### src/design/dcaf_pkg.sv
package dcaf_pkg;

  localparam int unsigned Capacity = 1024;
  localparam int unsigned IdxW = $clog2(Capacity);
  localparam int unsigned FillW = IdxW + 1;
  localparam int unsigned XfadeFrames = 32;
  localparam int unsigned MaxPop = 64;
  localparam int unsigned AvgW = 27;

  localparam logic [1:0] RegTarget = 2'd0;
  localparam logic [1:0] RegDeadband = 2'd1;
  localparam logic [1:0] RegShift = 2'd2;

  localparam logic CmdPush = 1'b0;
  localparam logic CmdPop = 1'b1;

  typedef enum logic [2:0] {
    OpNone = 3'd0,
    OpPush = 3'd1,
    OpEma = 3'd2,
    OpDecide = 3'd3,
    OpFade = 3'd4,
    OpDup = 3'd5,
    OpCopy = 3'd6,
    OpEmpty = 3'd7
  } op_e;

  typedef struct packed {
    op_e op;
    logic emit;
  } ctrl_t;

  typedef struct packed {
    logic drop;
    logic dup;
    logic fifo_empty;
    logic div_busy;
    logic done_count;
    logic fade_left;
  } stat_t;

  typedef struct packed {
    logic signed [15:0] ch0;
    logic signed [15:0] ch1;
    logic frame_valid;
    logic last;
    logic [10:0] fill_level;
    logic [26:0] average_fill;
    logic [31:0] fix_count;
  } res_t;

endpackage

### src/design/dcaf_controller.sv
module dcaf_controller (
  input  logic clk_i,
  input  logic rst_ni,
  input  logic in_valid_i,
  input  logic in_cmd_i,
  input  logic [6:0] in_maxf_i,
  output logic in_ready_o,
  output logic out_valid_o,
  input  logic out_ready_i,
  input  dcaf_pkg::stat_t stat_i,
  output dcaf_pkg::ctrl_t ctrl_o
);

  typedef enum logic [8:0] {
    SIdle = 9'b000000001,
    SEma = 9'b000000010,
    SDecide = 9'b000000100,
    SFade = 9'b000001000,
    SDup = 9'b000010000,
    SRead = 9'b000100000,
    SCopy = 9'b001000000,
    SOut = 9'b010000000,
    SEmpty = 9'b100000000
  } state_e;

  state_e state_q, state_d, ret_q, ret_d;
  logic ov_q, ov_d;
  logic any_q, any_d;
  logic accept;

  assign in_ready_o = (state_q == SIdle) && !ov_q;
  assign accept = in_valid_i && in_ready_o;
  assign out_valid_o = ov_q;

  always_comb begin
    state_d = state_q;
    ret_d = ret_q;
    any_d = any_q;
    ov_d = ov_q && !out_ready_i;
    ctrl_o = '{op: dcaf_pkg::OpNone, emit: 1'b0};
    case (state_q)
      SIdle: begin
        if (accept) begin
          if (in_cmd_i == dcaf_pkg::CmdPush) ctrl_o.op = dcaf_pkg::OpPush;
          else if (in_maxf_i != '0) begin
            ctrl_o.op = dcaf_pkg::OpEma;
            state_d = SEma;
            any_d = 1'b0;
          end
        end
      end
      SEma: begin
        ctrl_o.op = dcaf_pkg::OpDecide;
        if (stat_i.drop) state_d = SRead;
        else if (stat_i.dup) state_d = SDup;
        else state_d = SRead;
        ret_d = stat_i.drop ? SFade : SCopy;
      end
      SRead: state_d = ret_q;
      SDup, SFade: begin
        if (state_q == SFade && !stat_i.fade_left) state_d = SCopy;
        else begin
          ctrl_o.op = (state_q == SDup) ? dcaf_pkg::OpDup : dcaf_pkg::OpFade;
          if (!stat_i.div_busy && !ov_q) begin
            ctrl_o.emit = 1'b1;
            ov_d = 1'b1;
            any_d = 1'b1;
            ret_d = state_q;
            state_d = SOut;
          end
        end
      end
      SCopy: begin
        if (stat_i.done_count || stat_i.fifo_empty) begin
          if (!any_q) state_d = SEmpty;
          else state_d = SIdle;
        end else if (!ov_q) begin
          ctrl_o.op = dcaf_pkg::OpCopy;
          ov_d = 1'b1;
          any_d = 1'b1;
          ret_d = SCopy;
          state_d = SOut;
        end
      end
      SOut: begin
        if (!ov_q || out_ready_i) state_d = (ret_q == SDup) ? SRead : SRead;
        if (!ov_q || out_ready_i) ret_d = (ret_q == SDup) ? SCopy : ret_q;
      end
      SEmpty: begin
        if (!ov_q) begin
          ctrl_o.op = dcaf_pkg::OpEmpty;
          ov_d = 1'b1;
          state_d = SDecide;
        end
      end
      SDecide: begin
        if (!ov_q) state_d = SIdle;
      end
      default: state_d = SIdle;
    endcase
  end

  always_ff @(posedge clk_i or negedge rst_ni) begin
    if (!rst_ni) begin
      state_q <= SIdle;
      ret_q <= SIdle;
      ov_q <= 1'b0;
      any_q <= 1'b0;
    end else begin
      state_q <= state_d;
      ret_q <= ret_d;
      ov_q <= ov_d;
      any_q <= any_d;
    end
  end

endmodule

### config.mk
export PLATFORM = sky130hd
export DESIGN_NAME = dcaf_controller
export DESIGN_NICKNAME = d
export VERILOG_FILES = /design/src/design/dcaf_pkg.sv /design/src/design/dcaf_controller.sv
export SDC_FILE = /design/constraint.sdc
export NUM_CORES = 1
export LEC_CHECK = 0
export ABC_AREA = 1
export ABC_CLOCK_PERIOD_IN_PS = 2900
export BUFFER_PORTS_ARGS = -buffer_cell sky130_fd_sc_hd__buf_2
export CAP_MARGIN = 10
export CORE_MARGIN = 10
export CORE_UTILIZATION = 55
export DETAILED_ROUTE_END_ITERATION = 12
export GPL_TIMING_DRIVEN = 0
export PLACE_DENSITY_LB_ADDON = 0.15
export SYNTH_ARGS = -nofsm -noshare
export SYNTH_HDL_FRONTEND = slang
export SYNTH_SLANG_ARGS = --single-unit
### constraint.sdc
create_clock -name clk_i -period 2.9 [get_ports clk_i]
set_input_delay 0.58 -clock clk_i [delete_from_list [all_inputs] [get_ports clk_i]]
set_output_delay 0.58 -clock clk_i [all_outputs]
set_load 0.005 [all_outputs]
==> results of run 1 <==
## per-stage QoR
stage	setup slack, ns	instances	total power [uW]	area, um^2	util
2_1_floorplan	1.032	267	1112	1718	-
3_3_place_gp	0.7623	334	1340	1888	0.6236
3_5_place_dp	0.7623	334	1353	1888	0.6236
4_1_cts	0.4368	338	1517	1924	0.6355
5_1_grt	0.2486	338	1648	1924	0.6355
6_report	0.4268	338	1521	1924	0.6355
## cells by family (layout without fill, tap and decap cells)
family                 count (synthesis)  in the layout  share of synthesized area
AND/OR/NAND/NOR                      172            172                     0.4931
buffers and inverters                 47             74                     0.1042
flip-flops                            20             20                     0.2928
AO/OA/AOI/OAI                         28             28                     0.1100
## layout make-up
cell class / instances / area (um^2)
Buffer: 2 / 10.01
Clock buffer: 4 / 36.28
Fill cell: 310 / 1104
Inverter: 45 / 168.9
Multi-Input combinational cell: 200 / 1036
Sequential cell: 20 / 503.0
Tap cell: 44 / 55.05
Timing Repair Buffer: 23 / 115.1
## worst min-delay path by stage
| stage | startpoint | end | slack, ns |
|---|---|---|---|
| 2_1_floorplan | rst_ni | any_q | 0.28 |
| 3_3_place_gp | ret_q[6] | ret_q[6] | 0.46 |
| 3_5_place_dp | ret_q[6] | ret_q[6] | 0.47 |
| 4_1_cts | rst_ni | ret_q[2] | 0.21 |
| 5_1_grt | rst_ni | ret_q[2] | 0.21 |
| 6_report | rst_ni | ret_q[2] | 0.19 |
## metal layers
metal	wire length [um]	vias up	share of wire	GRT usage
li1	-	922	-	-
met1	1969	830	0.44	0.2105
met2	2187	42	0.49	0.2887
met3	215	12	0.048	0.01693
met4	98	0	0.022	0.05361
met5	0	-	0	0
## worst max-delay path, cell delays in order (launching register included)
cell and delay [ns]:
dfrtp_1 0.48, nor2_4 0.22, nand2_4 0.12, nor2_4 0.12, nand2_4 0.09, inv_2 0.09, nand2_1 0.07, nand2_1 0.10
nand2_1 0.08, o211ai_1 0.09, buf_2 0.14
## cells in the final DEF, fill, tap and decap left out, types with 2 or more instances in the layout
master / synthesis / layout
buf_2: 2 / 25
nor3_1: 7 / 7
inv_2: 12 / 12
o21ai_0: 4 / 4
nor2_2: 8 / 8
clkbuf_4: 0 / 3
dfstp_2: 2 / 2
dfrtp_1: 18 / 18
inv_1: 33 / 33
nor2_1: 37 / 37
a21oi_1: 9 / 9
nor2_4: 5 / 5
nand2_2: 4 / 4
nand2_1: 65 / 65
nand3_2: 2 / 2
o211ai_1: 5 / 5
nand4_1: 5 / 5
nand2_4: 4 / 4
a21oi_2: 2 / 2
nand3_1: 32 / 32
## registers in the layout, summed over array words and instances, names as in the netlist
register	count
ret_q	9
state_q	9
any_q	1
out_valid_o	1
## power by group
| part | internal (uW) | switching [uW] | total, uW |
|---|---|---|---|
| Clock | 76.7 | 88.1 | 165 |
| Sequential | 358 | 62.4 | 421 |
| Combinational | 303 | 632 | 936 |
| Total | 738 | 783 | 1520 |
==> summary.txt, run 1 <==
first-pass GRT wire length -> 7458 um
Setup crit end kind -> output pin
count of cell types in the netlist -> 30
CP Launch Type -> flop
Die Wd -> 75.89 um
fmax -> 404.3 MHz
row count -> 20
post-cts sizing count -> 0
Routed Antenna Nets -> 0
reg-to-reg slack, setup -> 1.02 ns
fin nets -> 313
cell taking the most area after synthesis -> dfrtp_1
slew margin rel. -> 0.7051
Iter 0 DRT Violations -> 178
Hold Path Class -> primary input to asynchronous set/reset pin
Pwr Density -> 790.5 nW/um^2
Cells after Synth -> 267
die area -> 5759 um^2
Residual DRC -> 0
RR Startpoint -> state_q[4]
commonest cells in the netlist -> nand2_1, nor2_1, inv_1, nand3_1, dfrtp_1
setup bufs post-CTS -> 0
FF+latch count, synth -> 20
synth top area cells -> dfrtp_1, nand2_1, nand3_1
RD Place Congestion -> 0.9063
WS Path Type -> flop to output pin
cts hold-fix bufs -> 0
most frequent cell after synthesis -> nand2_1
Syn Area/Cell -> 6.434 um^2
post-layout min period -> 2.473 ns
post-synth top area share -> 0.2622
max cap viols -> 0
number of global-route vias before repair -> 1,654
RSZ-0062 raised after global routing -> false
height of the die -> 75.89 um
Yosys warning count -> 0
clock slew seen by the registers of the worst setup and hold paths -> 0.12 ns
Congestion Overflow GR -> 0
period utilisation layout -> 0.8528
IO buf count -> 23
status -> completed
mapped cell area -> 1718 um^2
P_leak -> 0.001022 uW
Final Slew Violations -> 0
Reg2Reg Depth -> 8
DP HPWL -> 3758 um
sequential-to-total area share from yosys stat -> 0.2928
Total Routing Usage GR -> 0.1668
clk sinks -> 20
CTS buffer count -> 3
worst-skew pair later-pin latency -> 0.31 ns
worst vdd ir -> 0.4070 mV
Setup violations, final -> 0
Top FF cell, synth -> dfrtp_1
antenna fix cells -> 0
largest net degree at the start of global routing -> 21
CTS tree -> done
Detailed Route WL -> 4471 um
WP data required -> 2.32 ns
Crit. Startpoint -> state_q[2]
Slew @ Worst Pin -> 0.4408 ns
TNS Setup -> 0 ns
H-tree Lvls -> 1
share of layout cells above drive strength 1 -> 0.2415
Vias/cell -> 5.343
post-synthesis async set-or-reset flop share -> 1.000
Ports -> 24
root buffer cell -> clkbuf_4
DR WL/cell -> 13.23 um
Critical Path AT -> 1.89 ns
initial antenna violation count -> 0
Fin. Hold Viols -> 0
Crit Path Max Fanout -> 7
Mapped Nets -> 285
core area -> 3028 um^2
total iterations of the first detailed-routing run -> 4
Hold WS -> 0.1888 ns
Post-synth EDFFs -> 0
worst setup path end -> ctrl_o[2]
Initial Util -> 0.5674
reg-to-reg endpoint -> ret_q[4]
via count -> 1,806
clock tree buffer depth -> 2
clk_skew -> 0.01585 ns
synthesis-to-finish area growth -> 12.02%
Power figures use the tool's default switching activity.
==> inputs of run 2 (changes only) <==
- ABC_AREA: 1 -> default
- CAP_MARGIN: 10 -> 20
==> run 2 against run 1 <==
  * Sequential power fell by 10%
  * Final cell count down 33%
  * Non-clock buffer count up 10
  * Count of clock-buffer cells in the layout shrank 1
==> summary.txt, run 2 <==
post-layout min period -> 2.657 ns (was 2.473 ns)
max cap viols -> 0 (unchanged)
CTS tree -> done (unchanged)
fin nets -> 217 (was 313)
clock slew seen by the registers of the worst setup and hold paths -> 0.13 ns (was 0.12 ns)
Hold Path Class -> primary input to asynchronous set/reset pin (unchanged)
post-synth top area share -> 0.3025 (was 0.2622)
Ports -> 24 (unchanged)
worst-skew pair later-pin latency -> 0.32 ns (was 0.31 ns)
Top FF cell, synth -> dfrtp_1 (unchanged)
Iter 0 DRT Violations -> 177 (was 178)
antenna fix cells -> 0 (unchanged)
cell taking the most area after synthesis -> dfrtp_1 (unchanged)
dpl ws -> 0.4845 ns (was 0.7623 ns)
post-synthesis async set-or-reset flop share -> 1.000 (unchanged)
root buffer cell -> clkbuf_4 (unchanged)
count of cell types in the netlist -> 61 (was 30)
fmax -> 376.4 MHz (was 404.3 MHz)
clock tree buffer depth -> 2 (unchanged)
commonest non-fill, non-tap cells in the layout -> buf_2, nor2_1, dfrtp_1, nand2_1, o21ai_0 (was nand2_1, nor2_1, inv_1, nand3_1, buf_2)
# fillers -> 184 (was 310)
worst vdd ir -> 0.4687 mV (was 0.4070 mV)
Detailed Route WL -> 4345 um (was 4471 um)
Worst Slack Setup Final -> 0.2433 ns (was 0.4268 ns)
Total Routing Usage GR -> 0.1641 (was 0.1668)
DP HPWL -> 3268 um (was 3758 um)
synth top area cells -> dfrtp_1, nor2_1, o21ai_0 (was dfrtp_1, nand2_1, nand3_1)
Initial Util -> 0.5903 (was 0.5674)
Syn Area/Cell -> 8.916 um^2 (was 6.434 um^2)
Pwr Density -> 739.6 nW/um^2 (was 790.5 nW/um^2)
period utilisation layout -> 0.9161 (was 0.8528)
via count -> 1,520 (was 1,806)
Yosys warning count -> 0 (unchanged)
Residual DRC -> 0 (unchanged)
most common cell after layout, fill and taps aside -> buf_2 (was nand2_1)
clk_skew -> 0.01327 ns (was 0.01585 ns)
first-pass GRT wire length -> 7113 um (was 7458 um)
WP data required -> 2.32 ns (about the same)
mapped cell area -> 1489 um^2 (was 1718 um^2)
largest registers -> ret_q (9), state_q (9) (unchanged)
clk sinks -> 20 (unchanged)
Vias/cell -> 6.667 (was 5.343)
Final Slew Violations -> 0 (unchanged)
core area -> 2522 um^2 (was 3028 um^2)
RSZ-0062 raised after global routing -> false (unchanged)
Slew @ Worst Pin -> 0.4489 ns (was 0.4408 ns)
Mapped Nets -> 185 (was 285)
Post-Layout Cell Count -> 228 (was 338)
Post-synth EDFFs -> 0 (unchanged)
sequential-to-total area share from yosys stat -> 0.3378 (was 0.2928)
Cells after Synth -> 167 (was 267)
total iterations of the first detailed-routing run -> 5 (was 4)
RD Place Congestion -> 0.9487 (was 0.9063)
height of the die -> 72.03 um (was 75.89 um)
Setup crit end kind -> output pin (unchanged)
commonest cells in the netlist -> nor2_1, dfrtp_1, nand2_1, o21ai_0 (was nand2_1, nor2_1, inv_1, nand3_1, dfrtp_1)
CTS buffer count -> 3 (unchanged)
number of cells in the design after placement -> 220 (was 334)
TNS Setup -> 0 ns (unchanged)
CP Launch Type -> flop (unchanged)
row count -> 18 (was 20)
Fin. Hold Viols -> 0 (unchanged)
share of layout cells above drive strength 1 -> 0.2879 (was 0.2415)
H-tree Lvls -> 1 (unchanged)
Congestion Overflow GR -> 0 (unchanged)
cts hold-fix bufs -> 0 (unchanged)
Crit Path Max Fanout -> 8 (was 7)
Power, Total -> 1280 uW (was 1521 uW)
FF+latch count, synth -> 20 (unchanged)
WS Path Type -> flop to output pin (unchanged)
DR WL/cell -> 19.06 um (was 13.23 um)
Hold WS -> 0.1936 ns (was 0.1888 ns)
status -> completed (unchanged)
initial antenna violation count -> 0 (unchanged)
IO buf count -> 23 (unchanged)
Setup violations, final -> 0 (unchanged)
Critical Path AT -> 2.08 ns (was 1.89 ns)
die area -> 5188 um^2 (was 5759 um^2)
slew margin rel. -> 0.6964 (was 0.7051)
Die Wd -> 72.03 um (was 75.89 um)
P_leak -> 0.0007909 uW (was 0.001022 uW)
synthesis-to-finish area growth -> 16.22% (was 12.02%)
largest net degree at the start of global routing -> 21 (unchanged)
Routed Antenna Nets -> 0 (unchanged)
number of global-route vias before repair -> 1,459 (was 1,654)
most frequent cell after synthesis -> nor2_1 (was nand2_1)
run 2: repair_timing:
item / in CTS / in global routing
endpoints found under the setup margin: 0 / 2
setup buffers: 0 / 4
gates resized for setup: 0 / 1
run 2: worst paths after layout:
kind / startpoint / end / slack, ns / depth (start not counted)
hold reg to reg: ret_q[0] / ret_q[0] / 0.53 / 1
min in group clk_i: stat_i[0] / state_q[6] / 0.46 / 2
setup reg to reg: state_q[7] / ret_q[6] / 0.76 / 5
max in group asynchronous: rst_ni / ret_q[0] / 2.35 / 1
hold / removal: rst_ni / state_q[6] / 0.19 / 1
setup / recovery: state_q[2] / ctrl_o[2] / 0.24 / 6
run 2: kinds of logic (layout without fill, tap and decap cells):
| logic type | count (synthesis) | in the layout | share of synthesized area |
|---|---|---|---|
| compound gates | 49 | 49 | 0.2563 |
| xor+xnor | 2 | 2 | 0.01177 |
| buf+inv | 12 | 43 | 0.04789 |
| flops | 20 | 20 | 0.3378 |
| mux | 2 | 2 | 0.02017 |
| simple gates | 82 | 82 | 0.3261 |
run 2: layout make-up:
class                      instances  area [um^2]  area share
multi-input combinational        135        920.9      0.5322
sequential                        20        503.0      0.2907
timing repair buffer              27        145.1     0.08388
buffer                             8        56.30     0.03254
tap                               30        37.54     0.02169
clock inverter                     1        30.03     0.01735
clock buffer                       3        22.52     0.01302
inverter                           4        15.01    0.008677
run 2: routing by layer:
metal,GRT usage,part of all wire
met5,0,0
met4,0.04086,0.025
met3,0.03401,0.075
met1,0.2110,0.41
met2,0.2716,0.49
run 2: report_power, final:
group / switching [uW] / internal, uW / total (uW) / leakage [uW]
registers: 50.9 / 327 / 377 / 0.000266
logic: 384 / 284 / 668 / 0.000497
clock network: 94.8 / 140 / 235 / 0.0000279
total: 529 / 750 / 1280 / 0.000791
run 2: per-stage QoR:
step,util,area [um^2]
3_5_place_dp,0.6508,1642
3_3_place_gp,0.6508,1642
6_report,0.6860,1730
2_1_floorplan,-,1489
5_1_grt,0.6860,1730
4_1_cts,0.6716,1694
run 2: worst max-delay path, cell delays in order, from the launching register on:
cell	delay, ns
dfrtp_1	0.49
nor3_4	0.39
nand2_1	0.11
nor4bb_2	0.46
nor2_1	0.09
o21ai_1	0.08
buf_2	0.12
==> inputs of run 3 (changes only) <==
- ABC_CLOCK_PERIOD_IN_PS: 2900 -> 3300
- PLACE_DENSITY: default -> 0.83
- PLACE_DENSITY_LB_ADDON: 0.15 -> default
- clock period: 2.9 -> 3.3 ns (I/O delays scaled with it)
==> run 3 against run 2 <==
  * Highest routed layer unchanged
  * Hold slack improved by 0.068 ns
  * Largest power group unchanged
  * Sequential power fell by 13%
  * Design area fell by 2.1%
  * Critical path depth fell by 1
  * Clock power fell by 11%
  * Largest cell class unchanged
  * Sequential share of layout area rose by 0.62 points
  * Power fell by 15%
  * Register-to-register slack improved by 0.40 ns
==> summary.txt, run 3 (synthesis gave the netlist of run 2 again) <==
Critical Path AT -> 2.33 ns (was 2.08 ns)
clock tree buffer depth -> 2 (unchanged)
worst-skew pair later-pin latency -> 0.32 ns (about the same)
root buffer cell -> clkbuf_4 (unchanged)
switching power -> 459.8 uW (was 529.3 uW)
# fillers -> 213 (was 184)
Worst path slowest cell -> nor4bb_1 (was dfrtp_1)
period utilisation layout -> 0.9064
Routed Antenna Nets -> 0 (unchanged)
first-pass GRT wire length -> 7162 um (was 7113 um)
Setup crit end kind -> output pin (unchanged)
post-layout min period -> 2.991 ns
reg-to-reg slack, setup -> 1.16 ns (was 0.76 ns)
WS Path Type -> flop to output pin (unchanged)
multi-input logic area -> 914.6 um^2 (was 920.9 um^2)
setup bufs post-CTS -> 0 (unchanged)
Crit. Startpoint -> state_q[2] (unchanged)
CP Launch Type -> flop (unchanged)
Congestion Overflow GR -> 0 (unchanged)
Most Crowded Layer GR -> met2 (unchanged)
die area -> 5188 um^2 (unchanged)
part of the power in registers -> 0.300 (was 0.295)
Initial Util -> 0.5903 (unchanged)
RD Place Congestion -> 0.9653 (was 0.9487)
crit-path max cell delay -> 0.69 ns (was 0.49 ns)
Final Slew Violations -> 0 (unchanged)
initial antenna violation count -> 0 (unchanged)
Vias/cell -> 6.625 (was 6.667)
Slew @ Worst Pin -> 0.7635 ns (was 0.4489 ns)
IO buf count -> 23 (unchanged)
clk_skew -> 0.01001 ns (was 0.01327 ns)
worst setup path end -> ctrl_o[1] (was ctrl_o[2])
WP data required -> 2.64 ns (was 2.32 ns)
post-cts sizing count -> 0 (unchanged)
largest net degree at the start of global routing -> 21 (unchanged)
P_leak -> 0.0007701 uW (was 0.0007909 uW)
Crit path max-delay family -> simple AND/OR/NAND/NOR gates (unchanged)
largest registers -> ret_q (9), state_q (9) (unchanged)
Fin. Hold Viols -> 0 (unchanged)
met1 usage -> 0.1971 (was 0.2110)
height of the die -> 72.03 um (unchanged)
met3 Use GR -> 0.03946 (was 0.03401)
commonest non-fill, non-tap cells in the layout -> buf_2, nor2_1, dfrtp_1, nand2_1, o21ai_0 (unchanged)
total iterations of the first detailed-routing run -> 4 (was 5)
fmax -> 334.3 MHz
RSZ-0062 raised after global routing -> false (unchanged)
Iter 0 DRT Violations -> 146 (was 177)
via count -> 1,484 (was 1,520)
Pwr Density -> 645.8 nW/um^2 (was 739.6 nW/um^2)
Ports -> 24 (unchanged)
dpl cell area -> 1642 um^2 (unchanged)
status -> completed (unchanged)
fin nets -> 213 (was 217)
Die Wd -> 72.03 um (unchanged)
clk sinks -> 20 (unchanged)
Total Routing Usage GR -> 0.1678 (was 0.1641)
Pint -> 634.3 uW (was 750.5 uW)
TNS Setup -> 0 ns (unchanged)
cts hold-fix bufs -> 0 (unchanged)
Cell Chain, Critical Path -> nor3_4, nand2_1, nor4bb_1, a221o_1, buf_2 (was nor3_4, nand2_1, nor4bb_2, nor2_1, o21ai_1, buf_2)
switching part of the total -> 0.4202 (was 0.4136)
CTS buffer count -> 3 (unchanged)
slew margin rel. -> 0.4841 (was 0.6964)
row count -> 18 (unchanged)
reg-to-reg endpoint -> state_q[2] (was ret_q[6])
flip-flop and latch area -> 503.0 um^2 (unchanged)
share of layout cells above drive strength 1 -> 0.2680 (was 0.2879)
antenna fix cells -> 0 (unchanged)
core area -> 2522 um^2 (unchanged)
synthesis-to-finish area growth -> 13.78% (was 16.22%)
Logic pwr share -> 0.509 (was 0.522)
clock slew seen by the registers of the worst setup and hold paths -> 0.13 ns (about the same)
Levels on crit path -> 5 (was 6)
CP Buf/Inv Count -> 1 (unchanged)
Setup violations, final -> 0 (unchanged)
Hold Path Class -> primary input to asynchronous set/reset pin (unchanged)
RR Startpoint -> state_q[4] (was state_q[7])
Residual DRC -> 0 (unchanged)
DR WL/cell -> 19.54 um (was 19.06 um)
Reg2Reg Depth -> 5 (unchanged)
most common cell after layout, fill and taps aside -> buf_2 (unchanged)
Detailed Route WL -> 4377 um (was 4345 um)
max cap viols -> 0 (unchanged)
CTS tree -> done (unchanged)
Crit Path Max Fanout -> 10 (was 8)
number of global-route vias before repair -> 1,565 (was 1,459)
H-tree Lvls -> 1 (unchanged)
DP HPWL -> 3251 um (was 3268 um)
clock network fraction of total power -> 0.191 (was 0.183)
Hold WS -> 0.2613 ns (was 0.1936 ns)
worst vdd ir -> 0.4487 mV (was 0.4687 mV)
Final Instance Area -> 1694 um^2 (was 1730 um^2)
met2 usage -> 0.2716 (unchanged)
## run 3: area by class of cell
cell class,instances,area share
buffer,8,0.03323
clock buffer,3,0.01329
clock inverter,1,0.01773
inverter,4,0.008863
multi-input combinational,135,0.5399
sequential,20,0.2969
tap,30,0.02216
timing repair buffer,23,0.06795
## run 3: worst register-to-register path, stage by stage, from the launching register on
cell	delay, ns
dfrtp_1	0.49
nor3_1	0.39
nand4_1	0.39
nand2b_1	0.32
o21ai_4	0.14
mux2_4	0.32
## run 3: power groups by stage
stage          Combinational [uW]  Sequential, uW  Clock, uW
2_1_floorplan                 398             323          0
3_3_place_gp                  521             330          0
3_5_place_dp                  538             333          0
4_1_cts                       544             328        207
5_1_grt                       601             335        215
6_report                      557             329        209
## run 3: worst min-delay path by stage
stage / cells after the start / to / slack (ns) / start
CTS: 1 / ret_q[8] / 0.28 / rst_ni
finish: 1 / ret_q[8] / 0.26 / rst_ni
floorplan: 0 / any_q / 0.36 / rst_ni
detailed placement: 1 / ret_q[1] / 0.50 / ret_q[1]
global placement: 1 / ret_q[1] / 0.50 / ret_q[1]
global route: 1 / ret_q[2] / 0.29 / rst_ni
## run 3: through the flow
step	setup slack, ns	cells	total power (uW)	util
2_1_floorplan	1.027	167	720.6	-
3_3_place_gp	0.7681	220	851.7	0.6508
3_5_place_dp	0.7453	220	871.3	0.6508
4_1_cts	0.3755	224	1079	0.6716
5_1_grt	0.1706	224	1151	0.6716
6_report	0.3087	224	1094	0.6716
## run 3: metal layers
metal / share of wire / routed length, um / vias to the layer above
met5: 0 / 0 / -
met4: 0.039 / 170 / 0
met3: 0.082 / 360 / 19
met2: 0.49 / 2157 / 82
met1: 0.39 / 1688 / 701
li1: - / - / 682
